**src/hdl/ffca_pkg.sv**
```systemverilog
// Shared types and constants for the first-fit contiguous allocator.
package ffca_pkg;

  localparam int WORD_W  = 32;
  localparam int WORD_AW = 5;
  localparam int CNT_W   = 11;
  localparam int SLOT_W  = 10;
  localparam int REJ_W   = 16;

  localparam logic OP_ALLOC   = 1'b0;
  localparam logic OP_RELEASE = 1'b1;

  typedef logic [WORD_W-1:0]  word_t;
  typedef logic [WORD_AW-1:0] woff_t;
  typedef logic [CNT_W-1:0]   cnt_t;

  typedef enum logic [2:0] {
    ST_CLEAR,
    ST_IDLE,
    ST_SCAN,
    ST_MARK,
    ST_FREE,
    ST_DONE
  } state_t;

  typedef struct packed {
    logic  found;
    woff_t offset;
    cnt_t  carry;
  } scan_res_t;

  typedef struct packed {
    logic  set;
    woff_t lo;
    woff_t hi;
  } wr_ctl_t;

endpackage

```
**src/hdl/ffca_ram.sv**
```systemverilog
// Generic single-write, single-read RAM with registered read data.
module ffca_ram #(
  parameter int WIDTH = 32,
  parameter int DEPTH = 32,
  localparam int AW = (DEPTH > 1) ? $clog2(DEPTH) : 1
) (
  input  logic             clk,
  input  logic             we,
  input  logic [AW-1:0]    waddr,
  input  logic [WIDTH-1:0] wdata,
  input  logic [AW-1:0]    raddr,
  output logic [WIDTH-1:0] rdata
);

  logic [WIDTH-1:0] mem_r [DEPTH];
  logic [WIDTH-1:0] rdata_r;

  always_ff @(posedge clk) begin
    if (we) begin
      mem_r[waddr] <= wdata;
    end
    rdata_r <= mem_r[raddr];
  end

  assign rdata = rdata_r;

endmodule

```
**src/hdl/ffca_word_unit.sv**
```systemverilog
// Shared word unit: free-run search over one map word and range write masking.
module ffca_word_unit
  import ffca_pkg::*;
(
  input  word_t                word,
  input  logic [WORD_AW:0]     nvalid,
  input  cnt_t                 carry,
  input  cnt_t                 count,
  input  wr_ctl_t              wctl,
  output scan_res_t            res,
  output word_t                wdata
);

  word_t             eff;
  word_t             upto;
  word_t             win;
  word_t             mask;
  logic [WORD_W-1:0] ok;
  woff_t             top;
  logic [CNT_W:0]    carry_sum;

  always_comb begin
    // slots at or past the usable limit count as taken
    eff = word | ~({WORD_W{1'b1}} >> (WORD_W - int'(nvalid)));
    upto = '0;
    win = '0;
    for (int i = 0; i < WORD_W; i++) begin
      upto = {WORD_W{1'b1}} >> (WORD_W - 1 - i);
      if (count <= CNT_W'(i + 1)) begin
        win = upto & ({WORD_W{1'b1}} << (i + 1 - int'(count)));
        ok[i] = ~|(eff & win);
      end else begin
        ok[i] = (~|(eff & upto)) &&
                (({1'b0, carry} + (CNT_W+1)'(i + 1)) >= {1'b0, count});
      end
    end

    res.found = |ok;
    res.offset = '0;
    for (int i = WORD_W - 1; i >= 0; i--) begin
      if (ok[i]) begin
        res.offset = woff_t'(i);
      end
    end

    top = '0;
    for (int i = 0; i < WORD_W; i++) begin
      if (eff[i]) begin
        top = woff_t'(i);
      end
    end
    carry_sum = {1'b0, carry} + (CNT_W+1)'(WORD_W);
    if (|eff) begin
      res.carry = CNT_W'(woff_t'(WORD_W - 1) - top);
    end else if (carry_sum[CNT_W]) begin
      res.carry = '1;
    end else begin
      res.carry = carry_sum[CNT_W-1:0];
    end

    mask = ({WORD_W{1'b1}} << wctl.lo) &
           ({WORD_W{1'b1}} >> (woff_t'(WORD_W - 1) - wctl.hi));
    wdata = wctl.set ? (word | mask) : (word & ~mask);
  end

endmodule

```
**src/hdl/first_fit_contiguous_allocator_core.sv**
```systemverilog
// Top level of the first-fit contiguous allocator: sequencer, map RAM, output register.
//
//  channel | direction | handshake           | payload
//  in      | input     | in_valid / in_stall  | operation, count, first_slot, last_slot
//  out     | output    | out_valid / out_stall| granted, start_slot, rejected_total
//  cfg     | input     | cfg_valid / cfg_ready| slots_in_use
//
// Allocate: one map word (32 slots) per cycle is scanned, then the granted words are
// rewritten one per cycle. Release rewrites the covered words one per cycle. Zero or
// oversize counts go straight to the result without touching the map.
// After reset a clearing pass zeroes every map word before the first word is taken.
// A finished word waits in the output register while the next item is accepted.
module first_fit_contiguous_allocator_core
  import ffca_pkg::*;
#(
  parameter int SLOTS = 1024
) (
  input  logic              clk,
  input  logic              rst_n,
  input  logic              in_valid,
  output logic              in_stall,
  input  logic              in_operation,
  input  logic [CNT_W-1:0]  in_count,
  input  logic [SLOT_W-1:0] in_first_slot,
  input  logic [SLOT_W-1:0] in_last_slot,
  output logic              out_valid,
  input  logic              out_stall,
  output logic              out_granted,
  output logic [SLOT_W-1:0] out_start_slot,
  output logic [REJ_W-1:0]  out_rejected_total,
  input  logic              cfg_valid,
  output logic              cfg_ready,
  input  logic [CNT_W-1:0]  cfg_slots_in_use
);

  localparam int DEPTH = (SLOTS + WORD_W - 1) / WORD_W;
  localparam int AW    = (DEPTH > 1) ? $clog2(DEPTH) : 1;
  localparam int PW    = AW + WORD_AW;
  localparam int LIM_W = ($clog2(SLOTS + 1) > CNT_W) ? $clog2(SLOTS + 1) : CNT_W;
  localparam int XW    = ((PW > CNT_W) ? PW : CNT_W) + 1;

  state_t            state_r, state_nxt;
  cnt_t              cfg_r;
  logic [REJ_W-1:0]  rej_r, rej_nxt;
  cnt_t              cnt_r, cnt_nxt;
  logic [AW:0]       rd_addr_r, rd_addr_nxt;
  logic              pend_r, pend_nxt;
  logic [AW-1:0]     pend_addr_r, pend_addr_nxt;
  cnt_t              carry_r, carry_nxt;
  logic [AW-1:0]     last_word_r, last_word_nxt;
  logic [WORD_AW:0]  tail_r, tail_nxt;
  logic [PW-1:0]     lo_r, lo_nxt;
  logic [PW-1:0]     hi_r, hi_nxt;
  logic              res_granted_r, res_granted_nxt;
  logic [PW-1:0]     res_start_r, res_start_nxt;
  logic              out_valid_r, out_valid_nxt;
  logic              out_granted_r;
  logic [SLOT_W-1:0] out_start_r;
  logic [REJ_W-1:0]  out_rej_r;
  logic              out_load;

  logic              accept;
  logic [LIM_W-1:0]  lim;
  logic [LIM_W-1:0]  lim_m1;
  logic [AW-1:0]     lo_word;
  logic [AW-1:0]     hi_word;
  logic [PW-1:0]     found_pos;
  logic [XW-1:0]     start_x;
  logic [PW-1:0]     found_start;

  logic              ram_we;
  logic [AW-1:0]     ram_waddr;
  word_t             ram_wdata;
  word_t             ram_rdata;
  word_t             unit_wdata;
  logic [WORD_AW:0]  unit_nvalid;
  wr_ctl_t           wctl;
  scan_res_t         scan_res;

  ffca_ram #(
    .WIDTH(WORD_W),
    .DEPTH(DEPTH)
  ) u_map (
    .clk  (clk),
    .we   (ram_we),
    .waddr(ram_waddr),
    .wdata(ram_wdata),
    .raddr(rd_addr_r[AW-1:0]),
    .rdata(ram_rdata)
  );

  ffca_word_unit u_unit (
    .word  (ram_rdata),
    .nvalid(unit_nvalid),
    .carry (carry_r),
    .count (cnt_r),
    .wctl  (wctl),
    .res   (scan_res),
    .wdata (unit_wdata)
  );

  assign in_stall           = (state_r != ST_IDLE);
  assign accept             = in_valid && !in_stall;
  assign cfg_ready          = 1'b1;
  assign out_valid          = out_valid_r;
  assign out_granted        = out_granted_r;
  assign out_start_slot     = out_start_r;
  assign out_rejected_total = out_rej_r;

  always_comb begin
    if (LIM_W'(cfg_r) > LIM_W'(SLOTS)) begin
      lim = LIM_W'(SLOTS);
    end else begin
      lim = LIM_W'(cfg_r);
    end
    lim_m1 = lim - LIM_W'(1);
  end

  assign lo_word     = lo_r[PW-1:WORD_AW];
  assign hi_word     = hi_r[PW-1:WORD_AW];
  assign found_pos   = {pend_addr_r, scan_res.offset};
  assign start_x     = XW'(found_pos) + XW'(1) - XW'(cnt_r);
  assign found_start = start_x[PW-1:0];
  assign unit_nvalid = (pend_addr_r == last_word_r) ? tail_r : (WORD_AW+1)'(WORD_W);
  assign ram_wdata   = (state_r == ST_CLEAR) ? '0 : unit_wdata;

  always_comb begin
    wctl.set = (state_r == ST_MARK);
    wctl.lo  = (pend_addr_r == lo_word) ? lo_r[WORD_AW-1:0] : '0;
    wctl.hi  = (pend_addr_r == hi_word) ? hi_r[WORD_AW-1:0] : '1;
  end

  always_ff @(posedge clk) begin
    if (!rst_n) begin
      state_r     <= ST_CLEAR;
      cfg_r       <= cnt_t'(1024);
      rej_r       <= '0;
      rd_addr_r   <= '0;
      pend_r      <= 1'b0;
      out_valid_r <= 1'b0;
    end else begin
      state_r     <= state_nxt;
      rej_r       <= rej_nxt;
      rd_addr_r   <= rd_addr_nxt;
      pend_r      <= pend_nxt;
      out_valid_r <= out_valid_nxt;
      if (cfg_valid && cfg_ready) begin
        cfg_r <= cfg_slots_in_use;
      end
    end
  end

  always_ff @(posedge clk) begin
    cnt_r         <= cnt_nxt;
    pend_addr_r   <= pend_addr_nxt;
    carry_r       <= carry_nxt;
    last_word_r   <= last_word_nxt;
    tail_r        <= tail_nxt;
    lo_r          <= lo_nxt;
    hi_r          <= hi_nxt;
    res_granted_r <= res_granted_nxt;
    res_start_r   <= res_start_nxt;
    if (out_load) begin
      out_granted_r <= res_granted_r;
      out_start_r   <= SLOT_W'(res_start_r);
      out_rej_r     <= rej_r;
    end
  end

  always_comb begin
    state_nxt       = state_r;
    rej_nxt         = rej_r;
    cnt_nxt         = cnt_r;
    rd_addr_nxt     = rd_addr_r;
    pend_nxt        = 1'b0;
    pend_addr_nxt   = pend_addr_r;
    carry_nxt       = carry_r;
    last_word_nxt   = last_word_r;
    tail_nxt        = tail_r;
    lo_nxt          = lo_r;
    hi_nxt          = hi_r;
    res_granted_nxt = res_granted_r;
    res_start_nxt   = res_start_r;
    ram_we          = 1'b0;
    ram_waddr       = pend_addr_r;
    out_load        = 1'b0;
    out_valid_nxt   = out_valid_r && out_stall;

    unique case (state_r)
      ST_CLEAR: begin
        ram_we    = 1'b1;
        ram_waddr = rd_addr_r[AW-1:0];
        if (rd_addr_r == (AW+1)'(DEPTH - 1)) begin
          rd_addr_nxt = '0;
          state_nxt   = ST_IDLE;
        end else begin
          rd_addr_nxt = rd_addr_r + (AW+1)'(1);
        end
      end

      ST_IDLE: begin
        if (accept) begin
          cnt_nxt         = in_count;
          carry_nxt       = '0;
          last_word_nxt   = AW'(lim_m1 >> WORD_AW);
          tail_nxt        = {1'b0, lim_m1[WORD_AW-1:0]} + (WORD_AW+1)'(1);
          res_granted_nxt = 1'b1;
          res_start_nxt   = '0;
          rd_addr_nxt     = '0;
          if (in_operation == OP_ALLOC) begin
            if (in_count == '0) begin
              state_nxt = ST_DONE;
            end else if (LIM_W'(in_count) > lim) begin
              res_granted_nxt = 1'b0;
              if (rej_r != '1) begin
                rej_nxt = rej_r + REJ_W'(1);
              end
              state_nxt = ST_DONE;
            end else begin
              state_nxt = ST_SCAN;
            end
          end else begin
            if (in_last_slot < in_first_slot || 32'(in_first_slot) >= SLOTS) begin
              state_nxt = ST_DONE;
            end else begin
              lo_nxt = PW'(in_first_slot);
              if (32'(in_last_slot) >= SLOTS) begin
                hi_nxt = PW'(SLOTS - 1);
              end else begin
                hi_nxt = PW'(in_last_slot);
              end
              rd_addr_nxt = {1'b0, lo_nxt[PW-1:WORD_AW]};
              state_nxt   = ST_FREE;
            end
          end
        end
      end

      ST_SCAN: begin
        if (rd_addr_r <= {1'b0, last_word_r}) begin
          pend_nxt      = 1'b1;
          pend_addr_nxt = rd_addr_r[AW-1:0];
          rd_addr_nxt   = rd_addr_r + (AW+1)'(1);
        end
        if (pend_r) begin
          if (scan_res.found) begin
            lo_nxt        = found_start;
            hi_nxt        = found_pos;
            res_start_nxt = found_start;
            pend_nxt      = 1'b0;
            pend_addr_nxt = pend_addr_r;
            rd_addr_nxt   = {1'b0, found_start[PW-1:WORD_AW]};
            state_nxt     = ST_MARK;
          end else if (pend_addr_r == last_word_r) begin
            res_granted_nxt = 1'b0;
            res_start_nxt   = '0;
            if (rej_r != '1) begin
              rej_nxt = rej_r + REJ_W'(1);
            end
            pend_nxt  = 1'b0;
            state_nxt = ST_DONE;
          end else begin
            carry_nxt = scan_res.carry;
          end
        end
      end

      ST_MARK, ST_FREE: begin
        if (rd_addr_r <= {1'b0, hi_word}) begin
          pend_nxt      = 1'b1;
          pend_addr_nxt = rd_addr_r[AW-1:0];
          rd_addr_nxt   = rd_addr_r + (AW+1)'(1);
        end
        if (pend_r) begin
          ram_we = 1'b1;
          if (pend_addr_r == hi_word) begin
            pend_nxt  = 1'b0;
            state_nxt = ST_DONE;
          end
        end
      end

      ST_DONE: begin
        if (!out_valid_r || !out_stall) begin
          out_load      = 1'b1;
          out_valid_nxt = 1'b1;
          state_nxt     = ST_IDLE;
        end
      end

      default: begin
        state_nxt = ST_IDLE;
      end
    endcase
  end

  a_refusal_has_zero_start: assert property (@(posedge clk) disable iff (!rst_n)
    out_valid_r && !out_granted_r |-> out_start_r == '0)
    else $error("refused word carries a start slot");

  a_no_write_when_idle: assert property (@(posedge clk) disable iff (!rst_n)
    ram_we |-> state_r != ST_IDLE && state_r != ST_DONE)
    else $error("map written outside a clear or range pass");

  a_scan_within_limit: assert property (@(posedge clk) disable iff (!rst_n)
    state_r == ST_SCAN && pend_r |-> pend_addr_r <= last_word_r)
    else $error("scan ran past the usable row");

  a_counter_monotonic: assert property (@(posedge clk) disable iff (!rst_n)
    state_r != ST_CLEAR |=> rej_r >= $past(rej_r))
    else $error("rejection total went down");

  a_load_only_from_done: assert property (@(posedge clk) disable iff (!rst_n)
    out_load |=> out_valid_r && state_r == ST_IDLE)
    else $error("output load did not complete the item");

endmodule

```
**config.mk**
```make
export PLATFORM = sky130hd
export DESIGN_NAME = first_fit_contiguous_allocator_core
export DESIGN_NICKNAME = d
export VERILOG_FILES = /design/src/hdl/ffca_pkg.sv /design/src/hdl/ffca_ram.sv /design/src/hdl/ffca_word_unit.sv /design/src/hdl/first_fit_contiguous_allocator_core.sv
export SDC_FILE = /design/constraint.sdc
export NUM_CORES = 2
export LEC_CHECK = 0
export BUFFER_PORTS_ARGS = -buffer_cell sky130_fd_sc_hd__buf_2
export CORE_UTILIZATION = 50
export DETAILED_ROUTE_END_ITERATION = 6
export PLACE_DENSITY = 0.76
export SKIP_CTS_REPAIR_TIMING = 1
export SYNTH_ARGS = -nofsm -noshare
export SYNTH_HDL_FRONTEND = slang
export SYNTH_SLANG_ARGS = --single-unit
```
**constraint.sdc**
```tcl
create_clock -name clk -period 7.2 [get_ports clk]
set_input_delay 0.72 -clock clk [delete_from_list [all_inputs] [get_ports clk]]
set_output_delay 0.72 -clock clk [all_outputs]
set_load 0.02 [all_outputs]
```
Yosys cells after proc, flatten, opt, wreduce, memory -nomap -nowiden
Memories as Yosys holds them, arrays and structs flattened. A register that Yosys moved wholly into a read port is not among the register bits.
Index checks and enable logic that the tools add are counted.

word-level totals
  logic and storage cells = 630
  RAM bits = 1,024
  memories kept = 1
  register bits = 134
  input bits = 48
  output and inout port bits = 30

cells by class
  reduce and logical (&&, ||, !) cells = 181
  add/subtract/negate cells = 73
  bitwise logic cells = 38
  order comparisons = 69
  multiplexer cells = 186
  equal/unequal tests = 29
  shift operators = 35

memory list
  name         words  width  read ports  clocked after Yosys merged registers in  write ports  RTL line        source
  u_map.mem_r  32     32     1           1                                        1            ffca_ram.sv:15  logic [WIDTH-1:0] mem_r [DEPTH];

operator list
  kind                                                                                number
  32-bit OR reduction                                                                 34
  12-bit by 11-bit greater-or-equal comparator with 1-bit output                      32
  5-bit 2-to-1 mux                                                                    57
  11-bit by 5-bit adder with 12-bit output (second input constant)                    16
  5-bit by 11-bit subtractor with 12-bit output (first input constant)                16
  11-bit by 5-bit less-or-equal comparator with 1-bit output (second input constant)  16
  10-bit 2-to-1 mux                                                                   14
  16-bit 2-to-1 mux                                                                   8
  11-bit by 4-bit adder with 12-bit output (second input constant)                    8
  32-bit AND                                                                          3
  4-bit by 11-bit subtractor with 12-bit output (first input constant)                8
  11-bit by 4-bit less-or-equal comparator with 1-bit output (second input constant)  8
  11-bit 2-to-1 mux                                                                   7
  1-bit zero test                                                                     67
  32-bit 2-to-1 mux                                                                   2
  32-bit inverter                                                                     2
  32-bit OR                                                                           2
  10-bit one-hot mux with 2 select lines                                              3
  1-bit 2-to-1 mux                                                                    55
  11-bit by 3-bit adder with 12-bit output (second input constant)                    4
  3-bit by 11-bit subtractor with 12-bit output (first input constant)                4
  3-bit 2-to-1 mux                                                                    15
  11-bit by 3-bit less-or-equal comparator with 1-bit output (second input constant)  4
  6-bit 2-to-1 mux                                                                    7
  149 further kinds                                                                   219

Logic depth before layout (Yosys ltp)
  word-level depth = 47
  gate-level depth with buffers = 39
  gate-level depth less buffers = 34

Hierarchy
Synthesis repeated with hierarchy kept, for this count alone.

unflattened totals
  cell total of the unflattened synthesis = 5,983
  area total of the unflattened synthesis = 67,972.7 um2

by module, submodules not included
  module                               instances  seq. area each (um2)  area each (um2)  cells an instance
  ffca_ram                             1          31,390.1              40,491.3         2,260
  ffca_word_unit                       1          0.0                   19,663.9         2,955
  first_fit_contiguous_allocator_core  1          3,643.5               7,817.5          768

Worst setup path after synthesis
Ideal clock, no wire load.

  path type = register -> register
  start point = reg pend_addr_r[0]
  end point = reg rd_addr_r[4]
  stages on the path, launching flop included = 36
  data required time = 7,078 ps
  setup time = 122 ps
  clock period less this slack = 7,728 ps
  data arrival time = 7,605 ps
  setup slack = -528 ps
  buffers on the path = 5
  cells stage by stage = edfxtp_1 buf_2 xnor2_1 nand4_1 buf_2 nor2_1 clkbuf_1 nand2_1 ha_1 buf_2 nor2b_1 nand3_2 buf_2 a32oi_1 o211ai_1 or3_1 or4_4 a2111oi_2 a311oi_1 or2_1 and3b_4 o41a_1 nand3b_1 a211oi_2 ha_1 fa_1 a21o_1 a21oi_1 o21bai_1 a21oi_1 o21bai_1 a21oi_1 xnor2_1 nor2_1 mux2i_1 o21ai_0

on the way
  cells in the longest elaborated chain, start to end = 47
  elaborated cells on any way between the ends = 267
  those cells by class = add/sub (3); eq/ne (1); shift (1); mux (68); bitwise (34); reduce/logical (160)

RTL lines
  element                                                        RTL line                                    source
  from (decl)                                                    first_fit_contiguous_allocator_core.sv:48   logic [AW-1:0] pend_addr_r, pend_addr_nxt;
  from (signal assigned)                                         first_fit_contiguous_allocator_core.sv:155  pend_addr_r <= pend_addr_nxt;
  5-bit equality test                                            first_fit_contiguous_allocator_core.sv:124  assign unit_nvalid = (pend_addr_r == last_word_r) ? tail_r : (WORD_AW+1)'(WORD_W);
  6-bit 2-to-1 mux                                               first_fit_contiguous_allocator_core.sv:124
  6-bit by 6-bit subtractor with 7-bit output                    ffca_word_unit.sv:24                        eff = word | ~({WORD_W{1'b1}} >> (WORD_W - int'(nvalid)));
  32-bit by 32-bit right shift with 32-bit output                ffca_word_unit.sv:24
  32-bit inverter                                                ffca_word_unit.sv:24
  32-bit OR                                                      ffca_word_unit.sv:24
  32-bit AND / 32-bit OR reduction (equally long branches)       ffca_word_unit.sv:31, ffca_word_unit.sv:33
  32-bit OR reduction / 1-bit zero test (equally long branches)  ffca_word_unit.sv:31, ffca_word_unit.sv:33
  1-bit zero test / 1-bit logical AND (equally long branches)    ffca_word_unit.sv:31, ffca_word_unit.sv:33
  1-bit 2-to-1 mux                                               ffca_word_unit.sv:29                        if (count <= CNT_W'(i + 1)) begin
  5-bit 2-to-1 mux (32 in a row)                                 ffca_word_unit.sv:41                        if (ok[i]) begin
  10-bit by 1-bit adder with 10-bit output                       first_fit_contiguous_allocator_core.sv:122  assign start_x = XW'(found_pos) + XW'(1) - XW'(cnt_r);
  10-bit subtractor                                              first_fit_contiguous_allocator_core.sv:122
  6-bit 2-to-1 mux *                                             first_fit_contiguous_allocator_core.sv:246  if (scan_res.found) begin
  6-bit 2-to-1 mux *                                             first_fit_contiguous_allocator_core.sv:245  if (pend_r) begin
  6-bit one-hot mux with 4 select lines *                        first_fit_contiguous_allocator_core.sv:189  unique case (state_r)
  to (signal assigned)                                           first_fit_contiguous_allocator_core.sv:144  rd_addr_r <= rd_addr_nxt;
  to (decl)                                                      first_fit_contiguous_allocator_core.sv:46   logic [AW:0] rd_addr_r, rd_addr_nxt;

Mark *: on every way between the ends. The rest lies on a longest branch, timed or not.
A chain may end at the register's enable or synchronous reset.

Worst setup path after layout
  start point = reg last_word_r[2]
  end point = reg rd_addr_r[4]

on the way
  cells in the longest elaborated chain, start to end = 47
  elaborated cells on any way between the ends = 269
  those cells by class = add/sub (3); order compare (1); eq/ne (1); shift (1); mux (69); bitwise (34); reduce/logical (160)

RTL lines
  element                                                        RTL line                                    source
  from (decl)                                                    first_fit_contiguous_allocator_core.sv:50   logic [AW-1:0] last_word_r, last_word_nxt;
  from (signal assigned)                                         first_fit_contiguous_allocator_core.sv:157  last_word_r <= last_word_nxt;
  5-bit equality test                                            first_fit_contiguous_allocator_core.sv:124
  6-bit 2-to-1 mux                                               first_fit_contiguous_allocator_core.sv:124
  6-bit by 6-bit subtractor with 7-bit output                    ffca_word_unit.sv:24
  32-bit by 32-bit right shift with 32-bit output                ffca_word_unit.sv:24
  32-bit inverter                                                ffca_word_unit.sv:24
  32-bit OR                                                      ffca_word_unit.sv:24
  32-bit AND / 32-bit OR reduction (equally long branches)       ffca_word_unit.sv:31, ffca_word_unit.sv:33
  32-bit OR reduction / 1-bit zero test (equally long branches)  ffca_word_unit.sv:31, ffca_word_unit.sv:33
  1-bit zero test / 1-bit logical AND (equally long branches)    ffca_word_unit.sv:31, ffca_word_unit.sv:33
  1-bit 2-to-1 mux                                               ffca_word_unit.sv:29
  5-bit 2-to-1 mux (32 in a row)                                 ffca_word_unit.sv:41
  10-bit by 1-bit adder with 10-bit output                       first_fit_contiguous_allocator_core.sv:122
  10-bit subtractor                                              first_fit_contiguous_allocator_core.sv:122
  6-bit 2-to-1 mux                                               first_fit_contiguous_allocator_core.sv:246
  6-bit 2-to-1 mux *                                             first_fit_contiguous_allocator_core.sv:245
  6-bit one-hot mux with 4 select lines *                        first_fit_contiguous_allocator_core.sv:189

Marked as above.

==> summary.log <==
qor: timing.timing.clock.skew 0.0828 ns
qor: critical_path.r2r.worst_path.cells 36
qor: placement.placed_cells_incl_taps 7584
qor: clock_network.cts_buffers 114
qor: placement.dp_slack -0.430 ns
qor: logic_synthesis.synth_top_area_cell sky130_fd_sc_hd__edfxtp_1
qor: power_and_ir_drop.vdd_ir_drop_max 0.333 mV
qor: power_and_ir_drop.power_density 249 nW/um^2
qor: critical_path.timing.critical_path.fanout_max 7
qor: hold_path.hold_path_class primary input to register
qor: critical_path.worst_setup_path_start_kind register
qor: logic_synthesis.synth_top_area_frac 0.505
qor: clock_network.clock_tree.htree_level_count 3
qor: placement.dp_hpwl 192000 um
qor: run_status.failing_checks negative setup slack
qor: critical_path.critical-path-slowest-cell sky130_fd_sc_hd__o31ai_1
qor: cells_and_area.final_common_cell sky130_fd_sc_hd__edfxtp_1
qor: clock_network.clkSinkCount 1190
qor: detailed_routing.drt-initial-drc-count 7799
qor: timing.min_period 7.39 ns
qor: floorplanning.floorplan.die.width 367 um
qor: detailed_routing.vias 53700
qor: floorplanning.design.portCount 78
qor: clock_network.clock_insertion_delay_worst_skew 0.79 ns
qor: grt.first_global_vias 52200
qor: critical_path.critPathMaxStageDelay 0.45 ns
qor: logic_synthesis.ys_types 116
qor: clock_network.tritoncts built
qor: run_status.status complete, but fails checks
qor: floorplanning.design.core.area 132000 um^2
qor: floorplanning.initial_core_util 0.505
qor: logic_synthesis.postSynth.topFlopCell sky130_fd_sc_hd__edfxtp_1
qor: grt.track_usage 0.409
qor: cells_and_area.layout.filler_cells 10300
qor: logic_synthesis.mappedNetlistNets 5628
qor: critical_path.cp-endpoint rd_addr_r[4]
qor: cells_and_area.area.growth.synth_to_final 19.2%
qor: cells_and_area.design.final.nets 6353
qor: critical_path.crit_start last_word_r[2]
qor: timing.fmax 0.135 GHz
qor: timing.slew-limit-headroom 0.0784
qor: logic_synthesis.postSynthCellCount 5229
qor: critical_path.worstReg2RegEnd rd_addr_r[4]
qor: logic_synthesis.async_set_or_reset_register_ratio_after_synthesis 0
qor: floorplanning.num_rows 133
qor: placement.gp_congestion 1.12
qor: detailed_routing.avgViaCountPerCell 6.87
qor: grt.grt_pass1_wl 389000 um
qor: logic_synthesis.synth_seq_cells 1190
qor: timing.post-route-period-util 1.03
qor: detailed_routing.route.antenna.remaining_nets 0
qor: logic_synthesis.syn-mean-instance-area 12.7 um^2
qor: detailed_routing.drc 0
qor: logic_synthesis.synth_area 66500 um^2
qor: cells_and_area.drive_above_1_share 0.279
qor: cells_and_area.final_cells 7813
qor: detailed_routing.detailed_route_wl 279000 um
qor: critical_path.crit_type register to register
qor: logic_synthesis.synth_area_leaders sky130_fd_sc_hd__edfxtp_1, sky130_fd_sc_hd__mux4_2, sky130_fd_sc_hd__ha_1, sky130_fd_sc_hd__xnor2_1, sky130_fd_sc_hd__a21oi_1
qor: timing.worst_slew_pin_slew 1.38 ns
qor: grt.antenna_violations_before_repair 7
qor: run.cap_violations 0
qor: critical_path.worstPathRequired 7.84 ns
qor: logic_synthesis.seq_area_frac_synth 0.527
qor: floorplanning.die_area 135000 um^2
qor: logic_synthesis.synth_enable_flop_cells 1120
qor: critical_path.crit-reg2reg-launch last_word_r[2]
qor: logic_synthesis.yosysWarnings 0
qor: power_and_ir_drop.total_leakage_power 28.5 nW
qor: cells_and_area.final_cell_mix sky130_fd_sc_hd__edfxtp_1, sky130_fd_sc_hd__buf_4, sky130_fd_sc_hd__nand2_1, sky130_fd_sc_hd__ha_1, sky130_fd_sc_hd__nor2_1
qor: clock_network.cts_root_buf sky130_fd_sc_hd__clkbuf_16
qor: clock_network.cts.path.max_buffers 3
qor: detailed_routing.drtPass1Iterations 7
qor: timing.setup_violations 6
qor: grt.grt_max_degree 157
qor: placement.portBuffers 76
qor: critical_path.worst_setup_path_end_kind register
qor: timing.grt_setup_unrepaired true
qor: cells_and_area.finalCoreUtilization 0.602
qor: critical_path.reg2reg_slack -0.19 ns
qor: timing.final_slew_violations 0
qor: timing.setup_ws -0.187 ns
qor: timing.timing.final.hold_violations 0
qor: grt.grt_remaining_overflow 0
qor: floorplanning.die_height 367 um
qor: clock_network.cts.reportedPaths.clkPinSlew 0.06 ns
qor: detailed_routing.drt-wirelength-per-cell 35.8 um
qor: critical_path.arrival_worst_endpoint 8.03 ns
[stage by stage]
| stage | area [um^2] | total power, mW | hold slack [ns] | setup TNS [ns] |
|---|---|---|---|---|
| 6_report | 79300 | 19.8 | 0.202 | -0.943 |
| 5_1_grt | 79300 | 20.1 | 0.199 | -2.96 |
| 3_3_place_gp | 75000 | 13.5 | 0.402 | -3.59 |
| 2_1_floorplan | 66600 | 10.5 | 0.400 | 0 |
| 3_5_place_dp | 75000 | 13.5 | 0.407 | -3.74 |
| 4_1_cts | 78700 | 19.5 | 0.168 | -4.31 |
[synth_stat cells, types with 69 or more instances]
| master | instances |
|---|---|
| sky130_fd_sc_hd__a21o_1 | 92 |
| sky130_fd_sc_hd__a21oi_1 | 322 |
| sky130_fd_sc_hd__a31oi_1 | 69 |
| sky130_fd_sc_hd__clkbuf_1 | 243 |
| sky130_fd_sc_hd__dfxtp_1 | 70 |
| sky130_fd_sc_hd__edfxtp_1 | 1120 |
| sky130_fd_sc_hd__ha_1 | 350 |
| sky130_fd_sc_hd__inv_1 | 128 |
| sky130_fd_sc_hd__mux4_2 | 320 |
| sky130_fd_sc_hd__nand2_1 | 370 |
| sky130_fd_sc_hd__nand3_1 | 105 |
| sky130_fd_sc_hd__nor2_1 | 369 |
| sky130_fd_sc_hd__nor3_1 | 81 |
| sky130_fd_sc_hd__o21ai_0 | 248 |
| sky130_fd_sc_hd__xnor2_1 | 200 |
| sky130_fd_sc_hd__xor2_1 | 100 |
[registers in the layout (all words and copies together), names as in the netlist, 6 cells and up]
| register | flops |
|---|---|
| u_map.mem_r | 1024 |
| u_map.rdata | 32 |
| out_rejected_total | 16 |
| rej_r | 16 |
| carry_r | 11 |
| cfg_r | 11 |
| cnt_r | 11 |
| hi_r | 10 |
| lo_r | 10 |
| out_start_slot | 10 |
| res_start_r | 10 |
| rd_addr_r | 6 |
| tail_r | 6 |
[layer usage]
layer,share of wire,vias to the layer above,global-route usage
li1,-,22000,-
met4,0.075,2,0.253
met5,0.000025,-,0
met2,0.44,4069,0.625
met1,0.37,26700,0.532
met3,0.11,954,0.0893
[cell families (layout without fill, tap and decap cells)]
group | count (synthesis) | count (layout) | synth area share
compound gates | 1283 | 1283 | 0.129
xor+xnor | 300 | 300 | 0.0395
fa+ha+maj | 351 | 351 | 0.0661
buf+inv | 454 | 1277 | 0.0272
flops | 1190 | 1190 | 0.527
mux | 409 | 409 | 0.122
other cells | 1 | 7 | 0.0000564
simple gates | 1241 | 1241 | 0.0887
[worst min-delay path by stage]
stage	startpoint	to	slack [ns]	cells after the start
after floorplan	res_granted_r	out_granted	0.40	0
after global placement	res_start_r[3]	out_start_slot[3]	0.40	0
after detailed placement	res_start_r[1]	out_start_slot[1]	0.41	0
after CTS	cfg_slots_in_use[10]	cfg_r[10]	0.17	3
after global routing	cfg_slots_in_use[1]	cfg_r[1]	0.20	3
final	cfg_slots_in_use[10]	cfg_r[10]	0.20	3
[report_power, final]
group          leakage (nW)  switching, mW  internal [mW]
sequential             10.2          0.344           7.77
combinational          16.5           3.35           2.28
clock                  1.81           2.71           3.31
total                  28.5           6.40           13.4
[layout make-up]
type / count / area [um^2] / area share
multi-input cells: 3585 / 30600 / 0.385
repair buffers: 933 / 7230 / 0.0912
clock inverters: 65 / 686 / 0.00865
diodes: 6 / 15.0 / 0.000189
flip-flops and latches: 1190 / 35000 / 0.442
inverters: 130 / 488 / 0.00615
clock buffers: 149 / 3060 / 0.0386
well taps: 1755 / 2200 / 0.0277
[worst max-delay path, delay by kind of cell, from the launching register on]
kind,cells,cell delay [ns]
AND/OR/NAND/NOR,12,2.05
buffers and inverters,4,0.79
adder cells (fa/ha/maj),4,0.98
multiplexers,1,0.13
AO/OA/AOI/OAI,13,2.46
XOR/XNOR,2,0.39
flip-flops,1,0.44
No activity file was read; power rests on OpenSTA's default activity.
